## src/sv/urs_pkg.sv

```systemverilog
`default_nettype none
package urs_pkg;

	localparam int ECHO_COUNT_BITS_DEF = 16;
	localparam int PERIOD_BITS_DEF     = 24;

	localparam int ESCAPE_BITS = 16;
	localparam int DIST_BITS   = 11;
	localparam int PERIOD_REG_BITS  = 24;
	localparam int TIMEOUT_REG_BITS = 16;
	localparam int TIMER_BITS  = 3;
	localparam int REM_BITS    = 6;

	localparam int TICKS_PER_CM = 29;
	localparam int ROUND_TRIP   = 2;
	// floor(floor(t/29)/2) == floor(t/58)
	localparam int TICKS_PER_STEP = TICKS_PER_CM * ROUND_TRIP;

	localparam logic [TIMER_BITS-1:0] LOW_TICKS  = TIMER_BITS'(2);
	localparam logic [TIMER_BITS-1:0] HIGH_TICKS = TIMER_BITS'(5);
	localparam logic [REM_BITS-1:0]   REM_LAST   = REM_BITS'(TICKS_PER_STEP - 1);
	localparam logic [DIST_BITS-1:0]  DIST_MAX   = '1;

	localparam int CFG_INDEX_BITS = 2;
	localparam int CFG_DATA_BITS  = 24;
	localparam logic [CFG_INDEX_BITS-1:0] CFG_AUTO_MODE      = 2'd0;
	localparam logic [CFG_INDEX_BITS-1:0] CFG_SAMPLE_PERIOD  = 2'd1;
	localparam logic [CFG_INDEX_BITS-1:0] CFG_ECHO_TIMEOUT   = 2'd2;

	localparam logic                        AUTO_MODE_RST = 1'b1;
	localparam logic [PERIOD_REG_BITS-1:0]  SAMPLE_PERIOD_RST = 24'd50000;
	localparam logic [TIMEOUT_REG_BITS-1:0] ECHO_TIMEOUT_RST  = 16'd2000;

	typedef enum logic [2:0] {
		PH_IDLE      = 3'd0,
		PH_TRIG_LOW  = 3'd1,
		PH_TRIG_HIGH = 3'd2,
		PH_WAIT_RISE = 3'd3,
		PH_MEASURE   = 3'd4,
		PH_DONE      = 3'd5
	} phase_t;

	typedef struct packed {
		logic                        auto_mode;
		logic [PERIOD_REG_BITS-1:0]  sample_period_ticks;
		logic [TIMEOUT_REG_BITS-1:0] echo_timeout_ticks;
	} cfg_t;

	typedef struct packed {
		logic                 trigger_level;
		logic [DIST_BITS-1:0] range_cm;
		logic                 distance_valid;
		logic                 timed_out;
		logic                 busy_res;
	} result_t;

endpackage
`default_nettype wire

```

## src/sv/urs_ifs.sv

```systemverilog
`default_nettype none
interface urs_in_if;
	logic valid;
	logic ready;
	logic echo_level;
	logic start_request;
	modport source (output valid, output echo_level, output start_request, input ready);
	modport sink (input valid, input echo_level, input start_request, output ready);
endinterface

interface urs_out_if;
	import urs_pkg::*;
	logic                 valid;
	logic                 ready;
	logic                 trigger_level;
	logic [DIST_BITS-1:0] range_cm;
	logic                 distance_valid;
	logic                 timed_out;
	logic                 busy_res;
	modport source (output valid, output trigger_level, output range_cm,
		output distance_valid, output timed_out, output busy_res, input ready);
	modport sink (input valid, input trigger_level, input range_cm,
		input distance_valid, input timed_out, input busy_res, output ready);
endinterface

interface urs_cfg_if;
	import urs_pkg::*;
	logic                      valid;
	logic                      ready;
	logic [CFG_INDEX_BITS-1:0] index;
	logic [CFG_DATA_BITS-1:0]  data;
	modport source (output valid, output index, output data, input ready);
	modport sink (input valid, input index, input data, output ready);
endinterface
`default_nettype wire

```

## src/sv/urs_cfg.sv

```systemverilog
`default_nettype none
module urs_cfg (
	input  wire logic      clk,
	input  wire logic      arst_n,
	urs_cfg_if.sink        cfg,
	output urs_pkg::cfg_t  regs
);
	import urs_pkg::*;

	cfg_t regs_q;

	assign cfg.ready = 1'b1;
	assign regs = regs_q;

	always_ff @(posedge clk or negedge arst_n) begin
		if (!arst_n) begin
			regs_q.auto_mode           <= AUTO_MODE_RST;
			regs_q.sample_period_ticks <= SAMPLE_PERIOD_RST;
			regs_q.echo_timeout_ticks  <= ECHO_TIMEOUT_RST;
		end else if (cfg.valid) begin
			unique case (cfg.index)
				CFG_AUTO_MODE: regs_q.auto_mode <= cfg.data[0];
				CFG_SAMPLE_PERIOD: regs_q.sample_period_ticks <= cfg.data[PERIOD_REG_BITS-1:0];
				CFG_ECHO_TIMEOUT: regs_q.echo_timeout_ticks <= cfg.data[TIMEOUT_REG_BITS-1:0];
				default: ;
			endcase
		end
	end

endmodule
`default_nettype wire

```

## src/sv/urs_seq.sv

```systemverilog
`default_nettype none
module urs_seq #(
	parameter int ECHO_COUNT_BITS = urs_pkg::ECHO_COUNT_BITS_DEF,
	parameter int PERIOD_BITS     = urs_pkg::PERIOD_BITS_DEF
) (
	input  wire logic          clk,
	input  wire logic          arst_n,
	input  wire logic          step,
	input  wire logic          echo_level,
	input  wire logic          start_request,
	input  wire urs_pkg::cfg_t cfg,
	output urs_pkg::result_t   res
);
	import urs_pkg::*;

	// echo time kept as quotient/remainder by 58 alongside the raw count
	localparam int QW  = ECHO_COUNT_BITS - 5;
	localparam int QXW = (QW > DIST_BITS) ? QW : DIST_BITS;
	localparam int CW  = (PERIOD_BITS > PERIOD_REG_BITS) ? PERIOD_BITS : PERIOD_REG_BITS;

	phase_t                     phase_q, phase_d, ph;
	logic [TIMER_BITS-1:0]      timer_q, timer_d;
	logic [ESCAPE_BITS-1:0]     esc_q, esc_d, esc_inc;
	logic [ECHO_COUNT_BITS-1:0] echo_q, echo_d;
	logic [REM_BITS-1:0]        rem_q, rem_d;
	logic [QW-1:0]              quot_q, quot_d;
	logic [PERIOD_BITS-1:0]     period_q, period_d;
	logic [DIST_BITS-1:0]       dist_q, dist_d;
	logic                       auto_go, esc_hit;

	always_comb begin
		esc_inc = (esc_q != '1) ? esc_q + 1'b1 : esc_q;
		esc_hit = {1'b0, esc_inc} >= {1'b0, cfg.echo_timeout_ticks};
	end

	always_comb begin
		phase_d  = phase_q;
		timer_d  = timer_q;
		esc_d    = esc_q;
		echo_d   = echo_q;
		rem_d    = rem_q;
		quot_d   = quot_q;
		period_d = period_q;
		dist_d   = dist_q;
		res      = '0;
		auto_go  = 1'b0;

		unique case (phase_q)
			PH_TRIG_LOW, PH_TRIG_HIGH, PH_WAIT_RISE, PH_MEASURE, PH_DONE: ph = phase_q;
			default: ph = PH_IDLE;
		endcase

		if (cfg.auto_mode) begin
			if (period_q != '1)
				period_d = period_q + 1'b1;
		end else begin
			period_d = '0;
		end

		if (cfg.auto_mode && ph == PH_IDLE &&
				CW'(period_d) >= CW'(cfg.sample_period_ticks))
			auto_go = 1'b1;
		if ((ph == PH_IDLE || ph == PH_DONE) && (start_request || auto_go)) begin
			ph      = PH_TRIG_LOW;
			timer_d = '0;
		end
		if (auto_go)
			period_d = '0;

		phase_d = ph;
		unique case (ph)
			PH_TRIG_LOW: begin
				res.busy_res = 1'b1;
				timer_d = timer_d + 1'b1;
				if (timer_d >= LOW_TICKS) begin
					phase_d = PH_TRIG_HIGH;
					timer_d = '0;
				end
			end
			PH_TRIG_HIGH: begin
				res.busy_res = 1'b1;
				res.trigger_level = 1'b1;
				timer_d = timer_d + 1'b1;
				if (timer_d >= HIGH_TICKS) begin
					phase_d = PH_WAIT_RISE;
					timer_d = '0;
					esc_d   = '0;
				end
			end
			PH_WAIT_RISE: begin
				res.busy_res = 1'b1;
				if (echo_level) begin
					phase_d = PH_MEASURE;
					echo_d  = '0;
					rem_d   = '0;
					quot_d  = '0;
					esc_d   = '0;
				end else if (esc_hit) begin
					esc_d   = '0;
					phase_d = PH_IDLE;
					res.timed_out = 1'b1;
				end else begin
					esc_d = esc_inc;
				end
			end
			PH_MEASURE: begin
				res.busy_res = 1'b1;
				if (echo_q != '1) begin
					echo_d = echo_q + 1'b1;
					if (rem_q == REM_LAST) begin
						rem_d  = '0;
						quot_d = quot_q + 1'b1;
					end else begin
						rem_d = rem_q + 1'b1;
					end
				end
				if (!echo_level) begin
					if (QXW'(quot_d) > QXW'(DIST_MAX))
						dist_d = DIST_MAX;
					else
						dist_d = DIST_BITS'(quot_d);
					res.distance_valid = 1'b1;
					esc_d   = '0;
					phase_d = cfg.auto_mode ? PH_IDLE : PH_DONE;
				end else if (esc_hit) begin
					esc_d   = '0;
					phase_d = PH_IDLE;
					res.timed_out = 1'b1;
				end else begin
					esc_d = esc_inc;
				end
			end
			default: ;
		endcase

		res.range_cm = dist_d;
	end

	always_ff @(posedge clk or negedge arst_n) begin
		if (!arst_n) begin
			phase_q  <= PH_IDLE;
			timer_q  <= '0;
			esc_q    <= '0;
			echo_q   <= '0;
			rem_q    <= '0;
			quot_q   <= '0;
			period_q <= '0;
			dist_q   <= '0;
		end else if (step) begin
			phase_q  <= phase_d;
			timer_q  <= timer_d;
			esc_q    <= esc_d;
			echo_q   <= echo_d;
			rem_q    <= rem_d;
			quot_q   <= quot_d;
			period_q <= period_d;
			dist_q   <= dist_d;
		end
	end

endmodule
`default_nettype wire

```

## src/sv/ultrasonic_range_sequencer_core.sv

```systemverilog
// A tick word accepted into the input register (v_s1) steps the sequencer into the result
// register (res_q), from which it is presented as a result word.
// Throughput: one tick word per cycle unless a result waits; one sequencer step per word.
// The input register lets a new word in while the previous result waits, if it is empty.
// Reset (arst_n low, asynchronous): idle phase, all counters and distance cleared,
// auto mode on, sample period 50000, echo timeout 2000.
`default_nettype none
module ultrasonic_range_sequencer_core #(
	parameter int ECHO_COUNT_BITS = urs_pkg::ECHO_COUNT_BITS_DEF,
	parameter int PERIOD_BITS     = urs_pkg::PERIOD_BITS_DEF
) (
	input wire logic  clk,
	input wire logic  arst_n,
	urs_in_if.sink    tick,
	urs_out_if.source result,
	urs_cfg_if.sink   cfg
);
	import urs_pkg::*;

	cfg_t    regs;
	result_t res, res_q;
	logic    v_s1, echo_s1, start_s1, out_v_q;
	logic    adv, step;

	assign adv  = !out_v_q || result.ready;
	assign step = v_s1 && adv;
	assign tick.ready = !v_s1 || adv;

	urs_cfg u_cfg (
		.clk    (clk),
		.arst_n (arst_n),
		.cfg    (cfg),
		.regs   (regs)
	);

	urs_seq #(
		.ECHO_COUNT_BITS (ECHO_COUNT_BITS),
		.PERIOD_BITS     (PERIOD_BITS)
	) u_seq (
		.clk           (clk),
		.arst_n        (arst_n),
		.step          (step),
		.echo_level    (echo_s1),
		.start_request (start_s1),
		.cfg           (regs),
		.res           (res)
	);

	always_ff @(posedge clk or negedge arst_n) begin
		if (!arst_n) begin
			v_s1    <= 1'b0;
			out_v_q <= 1'b0;
		end else begin
			if (tick.ready)
				v_s1 <= tick.valid;
			if (adv)
				out_v_q <= v_s1;
		end
	end

	always_ff @(posedge clk) begin
		if (tick.valid && tick.ready) begin
			echo_s1  <= tick.echo_level;
			start_s1 <= tick.start_request;
		end
		if (step)
			res_q <= res;
	end

	assign result.valid          = out_v_q;
	assign result.trigger_level  = res_q.trigger_level;
	assign result.range_cm       = res_q.range_cm;
	assign result.distance_valid = res_q.distance_valid;
	assign result.timed_out      = res_q.timed_out;
	assign result.busy_res       = res_q.busy_res;

endmodule
`default_nettype wire

```

## src/flat_wrapper.sv

```systemverilog
// flat-port wrapper written by rule: the top's interface ports become plain ports
module ultrasonic_range_sequencer_core_flat import urs_pkg::*;
#(
	parameter int ECHO_COUNT_BITS = urs_pkg::ECHO_COUNT_BITS_DEF,
	parameter int PERIOD_BITS     = urs_pkg::PERIOD_BITS_DEF
)
  (clk, arst_n, tick_valid, tick_echo_level, tick_start_request, tick_ready, result_valid, result_trigger_level, result_range_cm, result_distance_valid, result_timed_out, result_busy_res, result_ready, cfg_valid, cfg_index, cfg_data, cfg_ready);
  urs_in_if tick_i ();
  urs_out_if result_i ();
  urs_cfg_if cfg_i ();
  input wire logic clk;
  input wire logic arst_n;
  input wire logic [$bits(tick_i.valid)-1:0] tick_valid;
  input wire logic [$bits(tick_i.echo_level)-1:0] tick_echo_level;
  input wire logic [$bits(tick_i.start_request)-1:0] tick_start_request;
  output wire logic [$bits(tick_i.ready)-1:0] tick_ready;
  output wire logic [$bits(result_i.valid)-1:0] result_valid;
  output wire logic [$bits(result_i.trigger_level)-1:0] result_trigger_level;
  output wire logic [$bits(result_i.range_cm)-1:0] result_range_cm;
  output wire logic [$bits(result_i.distance_valid)-1:0] result_distance_valid;
  output wire logic [$bits(result_i.timed_out)-1:0] result_timed_out;
  output wire logic [$bits(result_i.busy_res)-1:0] result_busy_res;
  input wire logic [$bits(result_i.ready)-1:0] result_ready;
  input wire logic [$bits(cfg_i.valid)-1:0] cfg_valid;
  input wire logic [$bits(cfg_i.index)-1:0] cfg_index;
  input wire logic [$bits(cfg_i.data)-1:0] cfg_data;
  output wire logic [$bits(cfg_i.ready)-1:0] cfg_ready;
  assign tick_i.valid = tick_valid;
  assign tick_i.echo_level = tick_echo_level;
  assign tick_i.start_request = tick_start_request;
  assign tick_ready = tick_i.ready;
  assign result_valid = result_i.valid;
  assign result_trigger_level = result_i.trigger_level;
  assign result_range_cm = result_i.range_cm;
  assign result_distance_valid = result_i.distance_valid;
  assign result_timed_out = result_i.timed_out;
  assign result_busy_res = result_i.busy_res;
  assign result_i.ready = result_ready;
  assign cfg_i.valid = cfg_valid;
  assign cfg_i.index = cfg_index;
  assign cfg_i.data = cfg_data;
  assign cfg_ready = cfg_i.ready;
  ultrasonic_range_sequencer_core #(.ECHO_COUNT_BITS(ECHO_COUNT_BITS), .PERIOD_BITS(PERIOD_BITS)) u_core (.clk(clk), .arst_n(arst_n), .tick(tick_i), .result(result_i), .cfg(cfg_i));
endmodule
```

## config.mk

```make
export PLATFORM = sky130hd
export DESIGN_NAME = ultrasonic_range_sequencer_core_flat
export DESIGN_NICKNAME = d
export VERILOG_FILES = /design/src/sv/urs_pkg.sv /design/src/sv/urs_ifs.sv /design/src/sv/urs_cfg.sv /design/src/sv/urs_seq.sv /design/src/sv/ultrasonic_range_sequencer_core.sv /design/src/flat_wrapper.sv
export SDC_FILE = /design/constraint.sdc
export NUM_CORES = 1
export LEC_CHECK = 0
export BUFFER_PORTS_ARGS = -buffer_cell sky130_fd_sc_hd__buf_2
export CORE_ASPECT_RATIO = 0.7
export CORE_MARGIN = 2
export CORE_UTILIZATION = 62
export CTS_BUF_LIST = sky130_fd_sc_hd__clkbuf_8 sky130_fd_sc_hd__clkbuf_16
export CTS_CLUSTER_DIAMETER = 40
export CTS_CLUSTER_SIZE = 16
export DETAILED_ROUTE_END_ITERATION = 12
export PLACE_DENSITY = 0.91
export SLEW_MARGIN = 20
export SYNTH_ARGS = -nofsm -noshare
export SYNTH_HDL_FRONTEND = slang
export SYNTH_SLANG_ARGS = --single-unit
```

## constraint.sdc

```tcl
create_clock -name clk -period 5.65 [get_ports clk]
set_input_delay 1.13 -clock clk [delete_from_list [all_inputs] [get_ports clk]]
set_output_delay 1.13 -clock clk [all_outputs]
set_load 0.01 [all_outputs]
```

==> impl_metrics.csv <==
group,metric,value,unit
yosys,ys_warn_count,0,
worst_setup_path,timing_worst_setup_path_type,"register to register",
finish,antenna_cells,0,
timing,whs,0.486,ns
finish,stdcell_count,1192,
floorplan,io_pins,51,
finish,regArea,0.00385,sq mm
clocking,cts_sinks,150,
timing,finClkSkew,0.0100,ns
min_path,hp-class,"register to register",
global_route,antenna_found_initial,0,
routing,routed_wl,21100,um
routing,vias,7371,
power_and_ir_drop,powerDensity,318,mW/mm^2
yosys,synth_nets,1026,
worst_setup_path,critPathMaxFanout,14,
clocking,htree_levels,4,
floorplan,fp-row-count,36,
yosys,synth_common_cells,"dfrtp_1 (120), nand2_1 (112), nor2_1 (87), inv_1 (59), o21ai_0 (57)",
worst_setup_path,critPathLaunchType,"register",
floorplan,die_w,148,um
yosys,syn_area,0.00894,sq mm
yosys,synth-edff-count,17,
power_and_ir_drop,sw_frac_of_total,0.315,
placement,place_congestion,0.948,
power_and_ir_drop,clkPwrFrac,0.354,
clocking,cts_buffer_depth,2,
timing,slew_violations,0,
power_and_ir_drop,p_comb_frac,0.221,
floorplan,die_area,0.0154,sq mm
routing,avgViaCountPerCell,6.18,
worst_setup_path,critPathArrivalTime,5.70,ns
placement,dp_slack,0.188,ns
routing,final_antenna_net_count,0,
timing,postLayoutSetupSlackWorst,0.269,ns
floorplan,start_util,0.638,
timing,min_period_over_period,0.952,
routing,first_pass_iters,5,
timing,worst_slew_pin_slew,0.979,ns
clocking,clockRootBuffer,"clkbuf_16",
clocking,clkLatencyLatePin,0.43,ns
yosys,seq_area_frac_synth,0.431,
finish,final_nets,1071,
yosys,synth_top_area_cell,"dfrtp_1",
yosys,synthArstFlopShare,0.887,
floorplan,core_area,0.0140,sq mm
timing,slew_headroom,0.345,
timing,fmax,186,MHz
power_and_ir_drop,p_int,0.00217,W
yosys,synth_most_common_cell,"dfrtp_1",
flow_run,max-cap-violations,0,
global_route,grt_pass1_wl,34300,um
timing,hold_viol,0,
floorplan,fp.dieH,104,um
routing,drcViolationCount,0,
worst_setup_path,critPathCaptureType,"register",
yosys,netlist_instances,944,
routing,drt_first_iter_violations,823,
finish,multiInputGateArea,0.00472,sq mm
finish,drive_gt1_frac,0.182,
worst_setup_path,required,5.97,ns
timing,finalSetupViolations,0,
yosys,synth-main-ff-cell,"dfrtp_1",
clocking,cts_hold_buf,0,
outcome,status,"finished, final reports clean",
yosys,ys_ff_latch,150,
placement,portBuffers,49,
global_route,track_usage,0.279,
placement,dpl.cell_count,1156,
finish,nFillCells,941,
power_and_ir_drop,power.switching,0.00100,W
power_and_ir_drop,peakVddDrop,242,uV
yosys,syn_area_per_cell,9.47,sq um
power_and_ir_drop,p_leak,4.54,nW
finish,fin_util,0.713,
finish,area_delta_synth_final,11.7,%
clocking,path_clk_slew,0.06,ns
global_route,gr-total-overflow,0,
global_route,first_global_vias,6895,
yosys,synth_top_area_frac,0.336,
power_and_ir_drop,power_frac_seq,0.425,
clocking,numCtsBuffers,17,
placement,hpwl,14500,um
routing,post_drt_wl_per_cell,17.7,um
timing,finalCriticalPeriod,5.38,ns
power_and_ir_drop,p_total,0.00317,W
clocking,cts_tree,"yes",
yosys,synth.distinct_cells,70,
yosys,synth_area_leaders,"dfrtp_1 (34%), ha_1 (6.9%), edfxtp_1 (5.7%)",
global_route,grt_max_degree,84,
## repair_timing
| item | in CTS | in global routing |
|---|---|---|
| endpoints found under the hold margin | 0 | 0 |
| resized for setup | 0 | 8 |
| buffers inserted | 0 | 4 |
| setup endpoints to repair | 0 | 16 |
## final timing paths
check,start,endpoint,slack (ns),cells after the start
worst min register to register,u_core.u_seq.dist_q[5],u_core.u_seq.dist_q[5],0.49,2
worst max register to register,u_core.u_seq.period_q[1],u_core.u_seq.esc_q[13],0.27,23
worst max-delay path,u_core.u_seq.period_q[1],u_core.u_seq.esc_q[13],0.27,23
min in group asynchronous,arst_n,u_core.u_cfg.regs[23],0.72,1
max in group asynchronous,arst_n,u_core.u_cfg.regs[35],3.77,2
worst min-delay path,u_core.u_seq.dist_q[5],u_core.u_seq.dist_q[5],0.49,2
## stage by stage
step	TNS [ns]	instance area, sq um
2_1_floorplan	0	8940
3_3_place_gp	0	9340
3_5_place_dp	0	9340
4_1_cts	0	9920
5_1_grt	-0.00377	9990
6_report	0	9990
## routing by layer
layer  vias to the layer above  track usage  wire length, um
met3                        32       0.0627             1750
met5                         -            0                0
met4                         0       0.0810              306
li1                       3397            -                -
met2                       339        0.422             9610
met1                      3603        0.403             9450
## worst max-delay path, stage by stage (launching register included)
cell and delay (ns):
dfrtp_1 0.39, ha_1 0.23, nand2_1 0.14, nor4_4 0.42
nand3_2 0.18, nor3b_2 0.22, nand2b_2 0.17, nor3_1 0.09
xnor2_1 0.20, nor2_1 0.07, ha_1 0.32, and4_1 0.24
and2_1 0.18, a211oi_1 0.22, o2111ai_2 0.20, nand2_2 0.17
nand2_1 0.12, ha_1 0.36, nor3_2 0.21, nor3b_1 0.10
o31ai_1 0.30, and2_1 0.19, buf_6 0.19, mux2_2 0.35
## cells in the final DEF, fill, tap and decap left out, types with 8 or more instances in the layout
master	synthesis	layout
nor2_1	87	87
inv_1	59	61
xnor2_1	37	37
o21ai_0	57	57
nor3_1	18	16
nand2b_1	15	15
dfrtp_1	120	120
nand2_1	112	111
clkbuf_16	0	18
a21o_1	8	8
a21oi_1	37	36
ha_1	49	49
dfstp_2	13	13
buf_2	12	48
mux2_2	41	41
mux2i_1	11	11
o21ai_1	9	9
and2_1	9	9
and3_1	11	10
nand3_1	48	48
o31ai_1	23	23
edfxtp_1	17	17
buf_4	1	14
xor2_1	20	20
nand4_1	16	16
## power groups by stage
stage	clock network (W)	logic [W]	registers, W
after global placement	0	0.000632	0.00135
final	0.00112	0.000702	0.00135
after detailed placement	0	0.000662	0.00136
after CTS	0.00113	0.000672	0.00134
after floorplan	0	0.000490	0.00133
after global routing	0.00117	0.000778	0.00136
## flip-flops by register name, summed over array words and instances, names as in the netlist
register,flops
u_core.result.distance_valid,1
u_core.u_seq.quot_q,11
u_core.u_seq.timer_q,3
u_core.result.valid,1
u_core.u_seq.echo_q,16
u_core.result.range_cm,11
u_core.result.trigger_level,1
u_core.start_s1,1
u_core.u_cfg.regs,41
u_core.u_seq.rem_q,6
u_core.echo_s1,1
u_core.u_seq.phase_q,3
u_core.result.busy_res,1
u_core.u_seq.esc_q,16
u_core.v_s1,1
u_core.u_seq.dist_q,11
u_core.result.timed_out,1
u_core.u_seq.period_q,24
## cell type report
cell class / instances / area share
Sequential cell: 150 / 0.386
Timing Repair Buffer: 64 / 0.0368
Inverter: 59 / 0.0222
Multi-Input combinational cell: 697 / 0.473
Clock inverter: 11 / 0.00952
Tap cell: 190 / 0.0238
Clock buffer: 21 / 0.0492
## logic make-up (layout without fill, tap and decap cells)
| logic type | Yosys count | count (layout) | synth area share |
|---|---|---|---|
| muxes | 52 | 52 | 0.0639 |
| other | 1 | 1 | 0.000419 |
| DFF | 150 | 150 | 0.431 |
| and+or+nand+nor | 364 | 364 | 0.208 |
| xor gates and xnor gates | 57 | 57 | 0.0558 |
| buffers and inverters | 97 | 155 | 0.0445 |
| AOI/OAI and AO/OA | 174 | 174 | 0.127 |
| adders and majority gates | 49 | 49 | 0.0686 |
Power figures use the tool's default switching activity.
